--- config.mk ---
export PLATFORM = sky130hd
export DESIGN_NAME = gregorian_date_add_days_top
export DESIGN_NICKNAME = d
export VERILOG_FILES = /design/src/rtl/core/gda_pkg.sv /design/src/rtl/core/gregorian_date_add_days_top.sv /design/src/rtl/core/gda_calendar.sv
export SDC_FILE = /design/constraint.sdc
export NUM_CORES = 1
export LEC_CHECK = 0
export BUFFER_PORTS_ARGS = -buffer_cell sky130_fd_sc_hd__buf_2
export CAP_MARGIN = 15
export CORE_ASPECT_RATIO = 1.1
export CORE_MARGIN = 1.5
export CORE_UTILIZATION = 32
export DETAILED_ROUTE_END_ITERATION = 7
export GPL_ROUTABILITY_DRIVEN = 0
export MAX_ROUTING_LAYER = met4
export PLACE_DENSITY = 0.54
export SLEW_MARGIN = 10
export SYNTH_ARGS = -nofsm -noshare
export SYNTH_HDL_FRONTEND = slang
export SYNTH_SLANG_ARGS = --single-unit
--- constraint.sdc ---
create_clock -name clk_i -period 5.61 [get_ports clk_i]
set_clock_uncertainty 0.1 [all_clocks]
set_input_delay 0.2805 -clock clk_i [delete_from_list [all_inputs] [get_ports clk_i]]
set_output_delay 0.2805 -clock clk_i [all_outputs]
set_load 0.02 [all_outputs]
--- src/rtl/core/gda_pkg.sv ---
// Shared constants, types and month-length function for the date adder
package gda_pkg;

  // Offset field width and derived working widths
  localparam int OFFSET_BITS = 17;
  localparam int DAY_W       = 5;
  localparam int MONTH_W     = 4;
  localparam int YEAR_W      = 14;
  localparam int IN_FIELDS_W = DAY_W + MONTH_W + YEAR_W + OFFSET_BITS;
  localparam int IN_DATA_W   = ((IN_FIELDS_W + 7) / 8) * 8;
  localparam int OUT_FIELDS_W = DAY_W + MONTH_W + YEAR_W;
  localparam int OUT_DATA_W  = ((OUT_FIELDS_W + 7) / 8) * 8;
  // Running day count: start day plus signed offset
  localparam int DSUM_W      = ((OFFSET_BITS > DAY_W + 1) ? OFFSET_BITS : DAY_W + 1) + 1;
  // Running signed year, wide enough for any offset in range
  localparam int YRUN_W      = 17;
  // Year remainder modulo 400
  localparam int YMOD_W      = 9;
  localparam int RED_STEPS   = 6;
  localparam int RED_CNT_W   = 3;

  // Calendar constants
  localparam int MONTHS      = 12;
  localparam int LEAP_DAYS   = 29;
  localparam int LEAP_CYCLE  = 400;
  localparam int CENTURY     = 100;
  localparam int YEAR_MIN    = 1;
  localparam int YEAR_MAX    = 9999;
  localparam int DEC_DAYS    = 31;

  localparam logic [DAY_W-1:0] MONTH_LEN [MONTHS] = '{
    5'd31, 5'd28, 5'd31, 5'd30, 5'd31, 5'd30,
    5'd31, 5'd31, 5'd30, 5'd31, 5'd30, 5'd31
  };

  // Calendar lookup request and response
  typedef struct packed {
    logic [MONTH_W-1:0] month;
    logic [1:0]         year_lo;
    logic [YMOD_W-1:0]  year_mod;
  } cal_req_t;

  typedef struct packed {
    logic [DAY_W-1:0] days_cur;
    logic [DAY_W-1:0] days_prev;
  } cal_rsp_t;

  // Days in a month (1..12), February stretched in a leap year
  function automatic logic [DAY_W-1:0] month_days(input logic [MONTH_W-1:0] m,
                                                  input logic leap);
    logic [DAY_W-1:0] len;
    len = DAY_W'(DEC_DAYS);
    if (m >= MONTH_W'(1) && m <= MONTH_W'(MONTHS)) begin
      len = MONTH_LEN[m - MONTH_W'(1)];
    end
    if (m == MONTH_W'(2) && leap) begin
      len = DAY_W'(LEAP_DAYS);
    end
    return len;
  endfunction

endpackage

--- src/rtl/core/gregorian_date_add_days_top.sv ---
// Each request steps through the months crossed by its offset (up to about 2200).
// One shared day adder steps one month per cycle; the year is first reduced modulo 400.
// A new request is taken once the last result is in the output register, also while it waits.
// Reset (rst_ni low, asynchronous) idles the sequencer and drops any pending result.
// Top level of the Gregorian date adder
module gregorian_date_add_days_top (
  input  logic                             clk_i,
  input  logic                             rst_ni,
  input  logic                             s_axis_tvalid,
  output logic                             s_axis_tready,
  // tdata: start_day, start_month, start_year, day_offset (from bit 0 up), zero padded
  input  logic [gda_pkg::IN_DATA_W-1:0]    s_axis_tdata,
  output logic                             m_axis_tvalid,
  input  logic                             m_axis_tready,
  // tdata: result_day, result_month, result_year (from bit 0 up), zero padded
  output logic [gda_pkg::OUT_DATA_W-1:0]   m_axis_tdata,
  // tuser: out_of_range
  output logic [0:0]                       m_axis_tuser
);
  import gda_pkg::*;

  typedef enum logic [4:0] {
    S_IDLE = 5'b00001,
    S_MOD  = 5'b00010,
    S_WRAP = 5'b00100,
    S_STEP = 5'b01000,
    S_DONE = 5'b10000
  } state_e;

  state_e state_q, state_d;

  logic signed [DSUM_W-1:0] day_q, day_d;
  logic [MONTH_W-1:0]       month_q, month_d;
  logic signed [YRUN_W-1:0] year_q, year_d;
  logic [YEAR_W-1:0]        rem_q, rem_d;
  logic [RED_CNT_W-1:0]     cnt_q, cnt_d;

  logic                     out_valid_q, out_valid_d;
  logic                     out_load;
  logic [DAY_W-1:0]         res_day_q, res_day_d;
  logic [MONTH_W-1:0]       res_month_q, res_month_d;
  logic [YEAR_W-1:0]        res_year_q, res_year_d;
  logic                     res_flag_q, res_flag_d;

  logic [DAY_W-1:0]                in_day;
  logic [MONTH_W-1:0]              in_month;
  logic [YEAR_W-1:0]               in_year;
  logic signed [OFFSET_BITS-1:0]   in_offset;

  cal_req_t cal_req;
  cal_rsp_t cal_rsp;

  logic signed [DSUM_W-1:0] dim_cur, dim_prev, day_sum;
  logic                     carry_fwd, borrow_back;
  logic [YEAR_W-1:0]        red_sub;
  logic [YEAR_W-1:0]        rem_inc, rem_dec;

  // Unpack the request fields
  assign in_day    = s_axis_tdata[DAY_W-1:0];
  assign in_month  = s_axis_tdata[DAY_W+MONTH_W-1:DAY_W];
  assign in_year   = s_axis_tdata[DAY_W+MONTH_W+YEAR_W-1:DAY_W+MONTH_W];
  assign in_offset = $signed(s_axis_tdata[IN_FIELDS_W-1:DAY_W+MONTH_W+YEAR_W]);

  assign s_axis_tready = (state_q == S_IDLE);

  // Month lengths around the current month
  assign cal_req.month    = month_q;
  assign cal_req.year_lo  = year_q[1:0];
  assign cal_req.year_mod = rem_q[YMOD_W-1:0];

  gda_calendar u_calendar (
    .cal_req_i (cal_req),
    .cal_rsp_o (cal_rsp)
  );

  // Shared day adder: subtract this month or add back the previous one
  assign dim_cur     = DSUM_W'($signed({1'b0, cal_rsp.days_cur}));
  assign dim_prev    = DSUM_W'($signed({1'b0, cal_rsp.days_prev}));
  assign carry_fwd   = (day_q > dim_cur);
  assign borrow_back = (day_q < DSUM_W'(1));
  assign day_sum     = day_q + (borrow_back ? dim_prev : -dim_cur);

  // Year remainder modulo 400, reduction step and +/-1 tracking
  assign red_sub = YEAR_W'(LEAP_CYCLE) << cnt_q;
  assign rem_inc = (rem_q == YEAR_W'(LEAP_CYCLE - 1)) ? '0 : rem_q + YEAR_W'(1);
  assign rem_dec = (rem_q == '0) ? YEAR_W'(LEAP_CYCLE - 1) : rem_q - YEAR_W'(1);

  // Sequence one request: reduce year, wrap month, step months, finish
  always_comb begin
    state_d     = state_q;
    day_d       = day_q;
    month_d     = month_q;
    year_d      = year_q;
    rem_d       = rem_q;
    cnt_d       = cnt_q;
    out_load    = 1'b0;
    res_day_d   = res_day_q;
    res_month_d = res_month_q;
    res_year_d  = res_year_q;
    res_flag_d  = res_flag_q;

    unique case (state_q)
      S_IDLE: begin
        if (s_axis_tvalid) begin
          day_d   = DSUM_W'($signed({1'b0, in_day})) + DSUM_W'(in_offset);
          month_d = in_month;
          year_d  = YRUN_W'($signed({1'b0, in_year}));
          rem_d   = in_year;
          cnt_d   = RED_CNT_W'(RED_STEPS - 1);
          state_d = S_MOD;
        end
      end
      S_MOD: begin
        if (rem_q >= red_sub) begin
          rem_d = rem_q - red_sub;
        end
        if (cnt_q == '0) begin
          state_d = S_WRAP;
        end else begin
          cnt_d = cnt_q - RED_CNT_W'(1);
        end
      end
      S_WRAP: begin
        if (month_q > MONTH_W'(MONTHS)) begin
          month_d = month_q - MONTH_W'(MONTHS);
          year_d  = year_q + YRUN_W'(1);
          rem_d   = rem_inc;
        end else if (month_q == '0) begin
          month_d = MONTH_W'(MONTHS);
          year_d  = year_q - YRUN_W'(1);
          rem_d   = rem_dec;
        end
        state_d = S_STEP;
      end
      S_STEP: begin
        priority if (carry_fwd) begin
          day_d = day_sum;
          if (month_q == MONTH_W'(MONTHS)) begin
            month_d = MONTH_W'(1);
            year_d  = year_q + YRUN_W'(1);
            rem_d   = rem_inc;
          end else begin
            month_d = month_q + MONTH_W'(1);
          end
        end else if (borrow_back) begin
          day_d = day_sum;
          if (month_q == MONTH_W'(1)) begin
            month_d = MONTH_W'(MONTHS);
            year_d  = year_q - YRUN_W'(1);
            rem_d   = rem_dec;
          end else begin
            month_d = month_q - MONTH_W'(1);
          end
        end else begin
          state_d = S_DONE;
        end
      end
      S_DONE: begin
        // Hold until the output register is free, then load the result, saturated if out of range
        if (!out_valid_q || m_axis_tready) begin
          out_load = 1'b1;
          priority if (year_q < YRUN_W'(YEAR_MIN)) begin
            res_day_d   = DAY_W'(1);
            res_month_d = MONTH_W'(1);
            res_year_d  = YEAR_W'(YEAR_MIN);
            res_flag_d  = 1'b1;
          end else if (year_q > YRUN_W'(YEAR_MAX)) begin
            res_day_d   = DAY_W'(DEC_DAYS);
            res_month_d = MONTH_W'(MONTHS);
            res_year_d  = YEAR_W'(YEAR_MAX);
            res_flag_d  = 1'b1;
          end else begin
            res_day_d   = day_q[DAY_W-1:0];
            res_month_d = month_q;
            res_year_d  = year_q[YEAR_W-1:0];
            res_flag_d  = 1'b0;
          end
          state_d = S_IDLE;
        end
      end
      default: begin
        state_d = S_IDLE;
      end
    endcase
  end

  // Output valid: set on load, drop when taken
  always_comb begin
    out_valid_d = out_valid_q;
    if (out_load) begin
      out_valid_d = 1'b1;
    end else if (m_axis_tready) begin
      out_valid_d = 1'b0;
    end
  end

  // Control registers
  always_ff @(posedge clk_i or negedge rst_ni) begin
    if (!rst_ni) begin
      state_q     <= S_IDLE;
      out_valid_q <= 1'b0;
      cnt_q       <= '0;
    end else begin
      state_q     <= state_d;
      out_valid_q <= out_valid_d;
      cnt_q       <= cnt_d;
    end
  end

  // Working and result registers
  always_ff @(posedge clk_i) begin
    day_q       <= day_d;
    month_q     <= month_d;
    year_q      <= year_d;
    rem_q       <= rem_d;
    res_day_q   <= res_day_d;
    res_month_q <= res_month_d;
    res_year_q  <= res_year_d;
    res_flag_q  <= res_flag_d;
  end

  assign m_axis_tvalid = out_valid_q;
  assign m_axis_tdata  = OUT_DATA_W'({res_year_q, res_month_q, res_day_q});
  assign m_axis_tuser  = res_flag_q;

endmodule

--- src/rtl/core/gda_calendar.sv ---
// Month-length lookup for the current and the preceding month
module gda_calendar (
  input  gda_pkg::cal_req_t cal_req_i,
  output gda_pkg::cal_rsp_t cal_rsp_o
);
  import gda_pkg::*;

  logic               leap;
  logic [MONTH_W-1:0] prev_month;

  // Leap year: divisible by 4, and not a century unless a multiple of 400
  assign leap = (cal_req_i.year_lo == 2'd0) &&
                (cal_req_i.year_mod != YMOD_W'(CENTURY)) &&
                (cal_req_i.year_mod != YMOD_W'(2 * CENTURY)) &&
                (cal_req_i.year_mod != YMOD_W'(3 * CENTURY));

  // Preceding month; only February uses the leap flag, never across a year
  assign prev_month = (cal_req_i.month == MONTH_W'(1)) ? MONTH_W'(MONTHS)
                                                       : cal_req_i.month - MONTH_W'(1);

  assign cal_rsp_o.days_cur  = month_days(cal_req_i.month, leap);
  assign cal_rsp_o.days_prev = month_days(prev_month, leap);

endmodule

## Word-level counts from Yosys, hierarchy flattened

Memory sizes are Yosys's and may differ from the RTL's.
Cells that the tools add are included.

- Logic and storage cells: 151
- Memories: 2
- ROM bits: 160
- Bits in registers: 86
- Input bits: 44
- Output and inout bits: 27

Memories:

| memory | depth | bits a word | rd ports | clocked after memory_dff | wr ports | RTL line | text |
|---|---|---|---|---|---|---|---|
| (name not given) | 16 | 5 | 1 | 0 | 0 | gda_pkg.sv:54 | `len = MONTH_LEN[m - MONTH_W'(1)];` |
| (name not given) | 16 | 5 | 1 | 0 | 0 | gda_pkg.sv:54 |  |

- Add/sub/neg operators: 13
- Eq/ne operators: 24
- Reductions and logical operators: 26
- Magnitude comparators: 12
- Bitwise operators: 2
- Mux-type cells: 57
- Shift operators: 1

Operator list:

| kind | number |
|---|---|
| 14-bit two-way mux | 11 |
| 17-bit two-way mux | 7 |
| 18-bit two-way mux | 4 |
| 5-bit two-way mux | 14 |
| 14-bit case mux with 4 select lines | 1 |
| 17-bit case mux with 3 select lines | 1 |
| 18-bit case mux with 2 select lines | 1 |
| 4-bit two-way mux | 8 |
| 5-bit case mux with 5 select lines | 1 |
| 18-bit adder | 1 |
| 6-bit by 17-bit adder with 18-bit output | 1 |
| 18-bit by 6-bit greater-than comparator with 1-bit output | 1 |
| 18-bit by 2-bit < comparator with 1-bit output (second input constant) | 1 |
| 5-bit negation with 18-bit output | 1 |
| 17-bit by 2-bit adder with 17-bit output (second input constant) | 1 |
| 17-bit by 15-bit greater-than comparator with 1-bit output (second input constant) | 1 |
| 17-bit by 2-bit < comparator with 1-bit output (second input constant) | 1 |
| 17-bit by 2-bit subtractor with 17-bit output (second input constant) | 1 |
| 14-bit by 1-bit adder with 14-bit output (second input constant) | 1 |
| 14-bit by 9-bit equality test with 1-bit output (second input constant) | 1 |
| 14-bit >= comparator | 1 |
| 14-bit zero test | 1 |
| 2-bit != test (second input constant) | 7 |
| 9-bit by 3-bit << shifter with 14-bit output (first input constant) | 1 |
| other kinds (43) | 66 |

## Depth between registers and ports, before layout

Gate-level depths: netlist (run 1).

- Depth in word-level cells: 14
- Depth in mapped cells: 18

## Cells and area by module

A second synthesis (run 1) with hierarchy kept.

- Cells, all modules: 899
- Area, all modules: 7,857.5 um2

By module, submodules not included:

| module | seq. area each (um2) | instances | cells an instance | area an instance (um2) |
|---|---|---|---|---|
| gregorian_date_add_days_top | 2,538.7 | 1 | 816 | 7,307.0 |
| gda_calendar | 0.0 | 1 | 83 | 550.5 |

## Worst setup path before layout (run 1)

Ideal clock, no wire load.

- Kind: register to register
- From: reg month_q[0]
- To: reg rem_q[0] (enable)
- Period minus slack after synthesis: 5.166 ns
- Path buffers: 2
- Stages on the path, launching flop included: 18
- Setup slack: 0.444 ns
- Data arrival time: 4.645 ns
- Cell sequence: edfxtp_1 inv_1 ha_1 clkbuf_1 xor2_1 nand2_1 nand3_1 nand3_1 a31oi_1 inv_1 ha_1 nand2_1 o211a_1 o21a_1 clkbuf_1 nand3_1 nor3b_1 nor4_1

- Cells in the longest elaborated chain, start to end: 10
- Elaborated cells on any way between the ends: 22
- Classes of those cells: add/sub: 1; order compare: 4; eq/ne: 7; mux: 4; bitwise: 1; reduce/logical: 4; memory: 1

RTL lines:

| what | RTL line | text |
|---|---|---|
| from (decl) | gregorian_date_add_days_top.sv:33 | `logic [MONTH_W-1:0] month_q, month_d;` |
| from (signal assigned) | gregorian_date_add_days_top.sv:213 | `month_q <= month_d;` |
| 4-bit by 1-bit subtractor with 4-bit output | gda_pkg.sv:54 |  |
| 4-bit NOT with 5-bit output (not written as such) | gda_pkg.sv:54 |  |
| memory read 16 x 5 bit | - |  |
| 5-bit two-way mux (not written as such) (2 in a row) | gda_pkg.sv:54 |  |
| 5-bit two-way mux | gda_pkg.sv:53 | `if (m >= MONTH_W'(1) && m <= MONTH_W'(MONTHS)) begin` |
| 5-bit two-way mux | gda_pkg.sv:56 | `if (m == MONTH_W'(2) && leap) begin` |
| 18-bit by 6-bit greater-than comparator with 1-bit output | gregorian_date_add_days_top.sv:79 | `assign carry_fwd = (day_q > dim_cur);` |
| 3-bit != test (no line) | - |  |
| 7-bit AND reduction (no line) * | - |  |
| to (signal assigned) | gregorian_date_add_days_top.sv:215 | `rem_q <= rem_d;` |
| to (decl) | gregorian_date_add_days_top.sv:35 | `logic [YEAR_W-1:0] rem_q, rem_d;` |

Mark *: on every way between the ends. The rest lies on a longest branch, timed or not. The select of a mux whose other input is x is not followed.
A chain may end at the register's enable or synchronous reset.

## Worst setup path after layout (run 1)

- From: reg month_q[0]
- To: reg day_q[17], data pin

- Cells in the longest elaborated chain, start to end: 14
- Elaborated cells on any way between the ends: 33
- Classes of those cells: add/sub: 4; order compare: 5; eq/ne: 3; mux: 13; bitwise: 2; reduce/logical: 4; memory: 2

RTL lines:

| what | RTL line | text |
|---|---|---|
| 4-bit by 1-bit subtractor with 4-bit output or 4-bit by 1-bit equality test with 1-bit output (tied branches) | gda_pkg.sv:54, gda_calendar.sv:19, gda_calendar.sv:18 |  |
| 4-bit two-way mux | gda_calendar.sv:18 | `assign prev_month = (cal_req_i.month == MONTH_W'(1)) ? MONTH_W'(MONTHS)` |
| 4-bit by 1-bit subtractor with 4-bit output | gda_pkg.sv:54 |  |
| 4-bit NOT with 5-bit output (not written as such) | gda_pkg.sv:54 |  |
| memory read 16 x 5 bit | - |  |
| 5-bit two-way mux (not written as such) (2 in a row) | gda_pkg.sv:54 |  |
| 5-bit two-way mux | gda_pkg.sv:53 |  |
| 5-bit two-way mux | gda_pkg.sv:56 |  |
| 18-bit two-way mux | gregorian_date_add_days_top.sv:81 | `assign day_sum = day_q + (borrow_back ? dim_prev : -dim_cur);` |
| 18-bit adder | gregorian_date_add_days_top.sv:81 |  |
| 18-bit two-way mux | gregorian_date_add_days_top.sv:145 | `end else if (borrow_back) begin` |
| 18-bit two-way mux * | gregorian_date_add_days_top.sv:136 | `priority if (carry_fwd) begin` |
| 18-bit case mux with 2 select lines * | gregorian_date_add_days_top.sv:102 | `unique case (state_q)` |
| net day_d[17] | gregorian_date_add_days_top.sv:32 | `logic signed [DSUM_W-1:0] day_q, day_d;` |
| to (signal assigned) | gregorian_date_add_days_top.sv:212 | `day_q <= day_d;` |
| to (decl) | gregorian_date_add_days_top.sv:32 |  |

The timed path passes the listed nets; every way through them passes the cells marked *. The select of a mux whose other input is x is not followed.

==> results.toml, run 1 <==
[place]
io_buffers = 69
dp_hpwl_mm = 15.9

[power]
power_frac_clock_pct = 13.8
power_frac_comb_pct = 54.6
power_density_nw_per_um2 = 517
swShare_pct = 47.0
p_int_uw = 2350
p_leak_uw = 0.00337
pwr-share-seq_pct = 31.6
power.total_uw = 4440
power.switching_uw = 2090
vdd_drop_max_v = 0.000174

[detailed_routing]
detail_route.wl_per_cell_um = 17.4
drt-pass1-iter-count = 7
drt-vias-per-instance = 5.59
routed_wl_mm = 21.2
drc_errors = 0
drt_iter0_markers = 515
ant_nets = 0
vias = 6802

[setup_path]
cp_slowest_stage_delay_ps = 540
worstSetupPathType = "reg -> reg"
required_ps = 5610
path_common_cell = "ha_1"
worst_path_max_delay_cell = "edfxtp_1"
start_kind = "flip-flop"
cp_data_arrival_time_ps = 4780
crit_chain = "inv_1 > ha_1 > xor2_1 > nand2_1 > nand3_1 > nand3_1 > a31oi_1 > ha_1 > a22o_1 > ha_1 > a21oi_1 > o22ai_1 > nor4_1 > or3_1 > a21oi_1 > or3_1"
cp_max_fo = 11
end_kind = "flip-flop"

[global_routing]
met3_usage_pct = 3.07
use_met2_pct = 29.1
grt.overflow.total = 0
grt_max_degree = 36
busiest_layer = "met2"
grt_pass1_vias = 6529
grtUsageMet1_pct = 22.8
grtUsageTotal_pct = 18.1
antenna_found_initial = 0
grt_pass1_wl_mm = 34.0

[yosys]
synthTopCellsByCount = "nand2_1, edfxtp_1, nor2_1"
synth_compound_area_share_pct = 21.7
synth_edf_count = 77
syn_area_per_cell_sq_um = 8.92
synth_most_common_cell = "nand2_1"
synth.yosys.warnings = 0
yosysSeqAreaShare_pct = 33.3
ys_ff_latch = 86
synth-xor-area-share_pct = 7.46
synth_top_family_by_area = "simple AND/OR/NAND/NOR gates"
synthTopCellsByArea = "edfxtp_1, ha_1, xnor2_1, nand2_1, nor2_1"
syn_area_sq_um = 7630
synth_top_area_share_pct = 30.3
synth_simple_gate_area_share_pct = 22.4
synth_fa_ha_area_share_pct = 9.70
syn-num-nets = 958
ys_async_sr_fraction_pct = 10.5
synth_top_flop_cell = "edfxtp_1"
yosysUniqueCellTypes = 81
muxShareOfSynthArea_pct = 1.44
synth_largest_area_cell = "edfxtp_1"
synthCells = 856

[layout]
antennaDiodeCount = 0
area_delta_synth_final_pct = 12.4
drive_above_1_share_pct = 13.9
final_nets = 1009

[sta]
tightest_slew_ps = 971
setup_viol = 0
fin_crit_sh_pct = 85.1
relSlewSlack_pct = 34.7
fin_tns_setup_ps = 0
fin_crit_ps = 4780
max_freq_ghz = 0.209
drv_slew = 0
rsz0062_at_grt = "false"
hold_viol_final = 0

[cts]
clk_latency_ps = 350
root_buffer = "clkbuf_16"
clock_path_buffers = 2
clkSinkCount = 86
clk_pin_slew_ps = 70
cts_tree = "yes"
cts_buffers = 9
htree_levels = 3

[floorplanning]
initial_core_util_pct = 32.4
die_h_um = 165
die_area_sq_um = 24800
die_w_um = 150
core-area_sq_um = 23500
io_pins = 71
rows = 59

[job]
max_cap_violations = 0

[min_path]
hold_class = "in -> reg"

[run_status]
status = "completed"
[timing repair]
item / in CTS / in global routing
hold endpoints to repair: 9 / 0
resized for setup: 0 / 0
hold buffers: 1 / 0
buffers inserted: 0 / 0
[metal layers]
metal | up-vias | part of all wire, %
met5 | - | 0
met4 | 0 | 2.8
met3 | 38 | 4.7
met2 | 185 | 47
met1 | 3235 | 46
li1 | 3344 | -
[area by class of cell]
class / instances / area [sq um]
Clock buffer: 9 / 225
Timing Repair Buffer: 80 / 430
Sequential cell: 86 / 2540
Tap cell: 305 / 382
Clock inverter: 7 / 73.8
Fill cell: 2432 / 15000
Inverter: 34 / 128
Multi-Input combinational cell: 696 / 4810
[cell usage in the layout, fill, tap and decap left out, types with 9 or more instances in the layout]
cell type	n
edfxtp_1	77
buf_2	69
clkbuf_16	9
nand3_1	39
nand2b_1	9
or3_1	10
a211oi_1	10
xor2_1	27
o221ai_1	10
o21a_1	16
ha_1	56
and3_1	25
o21ai_0	44
inv_1	33
a221o_1	11
nand4_1	9
buf_4	10
o211ai_1	11
nor2_1	65
nor2b_1	13
nor3_1	23
xnor2_1	38
a21o_1	10
mux2i_1	11
a21oi_1	46
nand2_1	78
[state kept, by name, summed over array words and instances, names as in the netlist]
register,flops
state_q,5
cnt_q,3
res_month_q,4
m_axis_tuser,1
rem_q,14
year_q,17
res_year_q,14
m_axis_tvalid,1
day_q,18
month_q,4
res_day_q,5
[worst max-delay path, delay by kind of cell, from the launching register on]
family                   cells  cell delay [ps]
buffers and inverters        1              250
flip-flops                   1              540
AND/OR/NAND/NOR              6             1370
XOR/XNOR                     1              440
adder cells (fa/ha/maj)      3              920
AO/OA/AOI/OAI                5              890
[power groups by stage]
stage	registers (uW)	logic [uW]	clock network (uW)
CTS	1400	2430	635
finish	1400	2430	612
global route	1450	2730	658
detailed placement	1410	2410	0
global placement	1410	2410	0
floorplan	1230	1960	0
[cells by family (layout without fill, tap and decap cells)]
| group | after synthesis | count (layout) |
|---|---|---|
| buf+inv | 74 | 130 |
| flops | 86 | 86 |
| compound gates | 235 | 235 |
| xor+xnor | 65 | 65 |
| other cells | 1 | 1 |
| mux | 11 | 11 |
| simple gates | 326 | 326 |
| fa+ha+maj | 58 | 58 |
[per-stage QoR]
step | setup slack [ps] | hold WS [ps] | util (%) | instances | instance area (sq um)
after global placement | 948 | 43.5 | 35.1 | 1200 | 8280
after global routing | 333 | 25.3 | 36.5 | 1217 | 8580
after floorplan | 444 | -115 | - | 856 | 7630
after detailed placement | 892 | 45.3 | 35.1 | 1200 | 8280
after CTS | 838 | 11.5 | 36.5 | 1217 | 8580
final | 834 | 40.2 | 36.5 | 1217 | 8580
[worst paths after layout]
check | startpoint | depth (start not counted) | slack [ps] | endpoint
hold reg to reg | cnt_q[0] | 1 | 500 | cnt_q[0]
setup / recovery | month_q[0] | 16 | 830 | day_q[17]
setup reg to reg | month_q[0] | 16 | 830 | day_q[17]
max in group asynchronous | rst_ni | 2 | 4950 | state_q[0]
min in group asynchronous | rst_ni | 2 | 220 | m_axis_tvalid
hold / removal | s_axis_tvalid | 2 | 40 | state_q[0]
No activity file was read; power rests on OpenSTA's default activity.
==> run 2, diff against run 1 <==
--- a/config.mk
+++ b/config.mk
@@ -17,4 +17,5 @@
 export SLEW_MARGIN = 10
 export SYNTH_ARGS = -nofsm -noshare
 export SYNTH_HDL_FRONTEND = slang
+export SYNTH_HIERARCHICAL = 1
 export SYNTH_SLANG_ARGS = --single-unit
==> results.toml, run 2 <==
[yosys]
syn_area_per_cell_sq_um = 8.74
synthCells = 899
yosysSeqAreaShare_pct = 32.3
synth_most_common_cell = "nand2_1"
synthTopCellsByArea = "edfxtp_1, ha_1, nand2_1, nor2_1, o21ai_0"
synth_top_flop_cell = "edfxtp_1"
synth.yosys.warnings = 6
synth_top_area_share_pct = 29.4
ys_ff_latch = 86
ys_async_sr_fraction_pct = 10.5
yosysUniqueCellTypes = 85
synth_largest_area_cell = "edfxtp_1"
synthTopCellsByCount = "nand2_1, edfxtp_1, nor2_1"
synth_edf_count = 77
syn_area_sq_um = 7860

[detailed_routing]
ant_nets = 0
drt_iter0_markers = 425
drc_errors = 0
routed_wl_mm = 22.1
drt-pass1-iter-count = 5
detail_route.wl_per_cell_um = 17.5
drt-vias-per-instance = 5.52
vias = 6989

[power]
power_density_nw_per_um2 = 446
vdd_drop_max_v = 0.000152
power.total_uw = 3930
p_leak_uw = 0.00350

[global_routing]
grt_pass1_wl_mm = 35.6
grt_pass1_vias = 6769
met3_usage_pct = 2.90
grt_max_degree = 27
grtUsageMet1_pct = 21.9
use_met2_pct = 29.8
antenna_found_initial = 1
grt.overflow.total = 0
busiest_layer = "met2"
grtUsageTotal_pct = 17.8

[layout]
reg_top3 = "day_q x18, year_q x17"
top_register = "day_q"
final_common_cell = "nand2_1"
drive_above_1_share_pct = 14.2
final_nets = 1061
area_delta_synth_final_pct = 12.1
largest_register_ff_count = 18
most-common-layout-cells = "nand2_1, edfxtp_1, nor2_1"

[floorplanning]
die_area_sq_um = 25500
die_h_um = 167
io_pins = 71
rows = 59
initial_core_util_pct = 32.9
core-area_sq_um = 23900
die_w_um = 152

[cts]
cts_buffers = 9
clk_latency_ps = 360
ctsResizeCount = 0
clkSinkCount = 86
root_buffer = "clkbuf_16"
post-cts-setup-buffer-count = 0
clk_pin_slew_ps = 70
clock_path_buffers = 2
cts_tree = "yes"
htree_levels = 3

[sta]
fin_tns_setup_ps = 0
fin_crit_ps = 5030
setup_viol = 0
tightest_slew_ps = 1060
fin_crit_sh_pct = 89.7
drv_slew = 0
max_freq_ghz = 0.199
relSlewSlack_pct = 29.1
hold_viol_final = 0
rsz0062_at_grt = "false"

[job]
max_cap_violations = 0

[run_status]
status = "completed"

[min_path]
hold_class = "in -> reg"

[place]
dp_hpwl_mm = 16.6
io_buffers = 69

[setup_path]
cp_data_arrival_time_ps = 5040
cp_slowest_stage_delay_ps = 530
crit_chain = "inv_1 > ha_1 > or2_2 > a21bo_2 > xnor2_1 > a221o_1 > or4_1 > mux2_2 > ha_1 > inv_1 > fa_1 > nand2b_1 > a21oi_1 > o21a_1 > o211a_1 > nor4b_1 > o21ai_0 > and3b_1"
required_ps = 5620
worst_path_max_delay_cell = "edfxtp_1"
end_kind = "flip-flop"
start_kind = "flip-flop"
cp_max_fo = 11
worstSetupPathType = "reg -> reg"
[run 2: final cells by class]
cell class,count,area [sq um]
antenna,1,2.50
multi-input combinational,727,4950
clock buffer,9,225
fill,2514,15100
clock inverter,7,55.1
timing repair buffer,87,483
tap,305,382
inverter,45,169
sequential,86,2540
[run 2: timing repair]
action / CTS / global route
hold buffers: 1 / 0
endpoints found under the setup margin: 0 / 0
endpoints found under the hold margin: 9 / 0
[run 2: metal layers]
| metal | wire length (um) | vias up |
|---|---|---|
| met1 | 9990 | 3310 |
| met2 | 10600 | 168 |
| met3 | 1010 | 28 |
| li1 | - | 3483 |
| met4 | 507 | 0 |
| met5 | 0 | - |
[run 2: path summary, 6_finish.rpt]
kind	from	to	slack (ps)	depth (start not counted)
setup reg to reg	month_q[1]	day_q[16]	580	18
max in group asynchronous	rst_ni	state_q[0]	4970	2
hold reg to reg	cnt_q[0]	cnt_q[0]	430	1
min in group asynchronous	rst_ni	m_axis_tvalid	200	2
hold / removal	s_axis_tvalid	state_q[0]	120	4
setup / recovery	month_q[1]	day_q[16]	580	18
[run 2: worst max-delay path, delay by kind of cell (launching register included)]
| kind | cells | cell delay (ps) |
|---|---|---|
| and+or+nand+nor | 5 | 1580 |
| AOI/OAI and AO/OA | 6 | 1260 |
| adders and majority gates | 3 | 700 |
| DFF | 1 | 530 |
| muxes | 1 | 280 |
| buffers and inverters | 2 | 220 |
| xor gates and xnor gates | 1 | 120 |
[run 2: power by group]
| part | internal [uW] | switching [uW] |
|---|---|---|
| Clock | 305 | 291 |
| Sequential | 977 | 318 |
| Combinational | 870 | 1170 |
[run 2: logic make-up after synthesis]
family,synth area share (%)
compound gates,23.5
xor+xnor,5.02
fa+ha+maj,9.90
buf+inv,5.05
flops,32.3
mux,2.52
other cells,0.0956
simple gates,21.6
[run 2: per-stage QoR]
stage                     instances  hold WS [ps]  cell area, sq um  setup slack (ps)  util [%]
final                          1267           123              8810               580      36.8
after CTS                      1266           118              8800               587      36.8
after global routing           1267           142              8810               203      36.8
after detailed placement       1249          45.8              8510               602      35.6
after floorplan                 904          -115              7880               350         -
after global placement         1249          43.8              8510               680      35.6
==> run 3, diff against run 2 <==
--- a/config.mk
+++ b/config.mk
@@ -6,14 +6,13 @@
 export NUM_CORES = 1
 export LEC_CHECK = 0
 export BUFFER_PORTS_ARGS = -buffer_cell sky130_fd_sc_hd__buf_2
-export CAP_MARGIN = 15
+export CAP_MARGIN = 20
 export CORE_ASPECT_RATIO = 1.1
 export CORE_MARGIN = 1.5
 export CORE_UTILIZATION = 32
 export DETAILED_ROUTE_END_ITERATION = 7
 export GPL_ROUTABILITY_DRIVEN = 0
 export MAX_ROUTING_LAYER = met4
-export PLACE_DENSITY = 0.54
 export SLEW_MARGIN = 10
 export SYNTH_ARGS = -nofsm -noshare
 export SYNTH_HDL_FRONTEND = slang
==> results.toml, run 3 (synthesis gave the netlist of run 2 again) <==
[power]
swShare_pct = 45.0
power_density_nw_per_um2 = 444
power_frac_clock_pct = 14.8
pwr-share-seq_pct = 33.3
vdd_drop_max_v = 0.000142
p_leak_uw = 0.00348
power.switching_uw = 1750
power_frac_comb_pct = 51.9
p_int_uw = 2140
power.total_uw = 3900

[detailed_routing]
ant_nets = 0
drt-vias-per-instance = 5.56
routed_wl_mm = 21.3
drc_errors = 0
drt-pass1-iter-count = 5
vias = 7021
detail_route.wl_per_cell_um = 16.9
drt_iter0_markers = 427

[floorplanning]
die_w_um = 152
die_area_sq_um = 25500
core-area_sq_um = 23900
initial_core_util_pct = 32.9
io_pins = 71
die_h_um = 167
rows = 59

[cts]
ctsResizeCount = 0
cts_buffers = 9
clk_latency_ps = 360
post-cts-setup-buffer-count = 0
htree_levels = 3
clock_path_buffers = 2
hold_buffers = 1
cts_tree = "yes"
clk_pin_slew_ps = 70
root_buffer = "clkbuf_16"
clkSinkCount = 86

[sta]
drv_slew = 0
tightest_slew_ps = 1020
fin_tns_setup_ps = 0
fin_crit_sh_pct = 89.0
max_freq_ghz = 0.200
fin_crit_ps = 4990
relSlewSlack_pct = 32.2
hold_viol_final = 0
setup_viol = 0
rsz0062_at_grt = "false"

[setup_path]
start_kind = "flip-flop"
r2r_slack_ps = 620
reg2reg_depth = 18
end_kind = "flip-flop"
cp_data_arrival_time_ps = 5010
cp_slowest_stage_delay_ps = 530
cp_max_fo = 11
reg2reg_to = "day_q[16]"
required_ps = 5620
crit_end = "day_q[16]"
crit_chain = "inv_1 > ha_1 > or2_2 > a21bo_2 > xnor2_1 > a221o_1 > or4_1 > mux2_2 > ha_1 > inv_1 > fa_1 > nand2b_1 > a21oi_1 > o21a_1 > o211a_1 > nor4b_1 > o21ai_0 > and3b_1"
worst_path_max_delay_cell = "edfxtp_1"
crit_start = "month_q[1]"
worstSetupPathType = "reg -> reg"
rr_startpoint = "month_q[1]"

[layout]
final_nets = 1058
antennaDiodeCount = 0
most-common-layout-cells = "nand2_1, edfxtp_1, nor2_1"
reg_top3 = "day_q x18, year_q x17"
final_util_pct = 36.7
drive_above_1_share_pct = 13.8
area_delta_synth_final_pct = 11.7
top_register = "day_q"
largest_register_ff_count = 18
final_common_cell = "nand2_1"

[global_routing]
grtUsageTotal_pct = 17.2
grt_max_degree = 27
antenna_found_initial = 0
grt_pass1_wl_mm = 34.5
grt.overflow.total = 0
grt_pass1_vias = 6772

[place]
dp_hpwl_mm = 16.1
io_buffers = 69

[run_status]
status = "completed"

[min_path]
hold_class = "in -> reg"

[job]
max_cap_violations = 0
-- run 3: cell type report --
type	instances	area (sq um)
clock buffer	9	225
clock inverter	7	48.8
fill	2497	15100
inverter	45	169
multi-input combinational	727	4950
sequential	86	2540
tap	305	382
timing repair buffer	84	460
-- run 3: power groups by stage --
stage	Sequential (uW)	Clock, uW	Combinational [uW]
4_1_cts	1290	588	2020
3_5_place_dp	1300	0	2010
2_1_floorplan	1150	0	1650
5_1_grt	1330	609	2280
6_report	1300	575	2020
3_3_place_gp	1300	0	1980
-- run 3: critical path: cells and delay by family, from the launching register on --
kind,cells,cell delay (ps)
buf+inv,2,210
mux,1,290
simple gates,5,1550
fa+ha+maj,3,690
flops,1,530
compound gates,6,1260
xor+xnor,1,120
-- run 3: worst min-delay path by stage --
stage                            end  slack, ps  cells past startpoint        startpoint
after global placement      cnt_q[1]         40                      1            rst_ni
final                     state_q[0]        120                      4     s_axis_tvalid
after detailed placement    cnt_q[1]         50                      1            rst_ni
after global routing       year_q[4]        150                      3  s_axis_tdata[13]
after CTS                 state_q[0]        110                      4     s_axis_tvalid
after floorplan             cnt_q[0]       -120                      0            rst_ni
-- run 3: metrics by stage --
step | setup WS (ps) | hold slack [ps] | area (sq um) | cells
floorplan | 350 | -115 | 7880 | 904
global placement | 727 | 44.0 | 8490 | 1246
detailed placement | 636 | 47.0 | 8490 | 1246
CTS | 620 | 107 | 8770 | 1263
global route | 296 | 145 | 8770 | 1263
finish | 615 | 125 | 8770 | 1263
-- run 3: metal layers --
metal  vias to the layer above  routed length (um)  track usage (%)
li1                       3479                   -                -
met1                      3331                9640             21.2
met2                       182               10200             28.4
met3                        29                 991             2.48
met4                         0                 483             6.50
met5                         -                   0                -
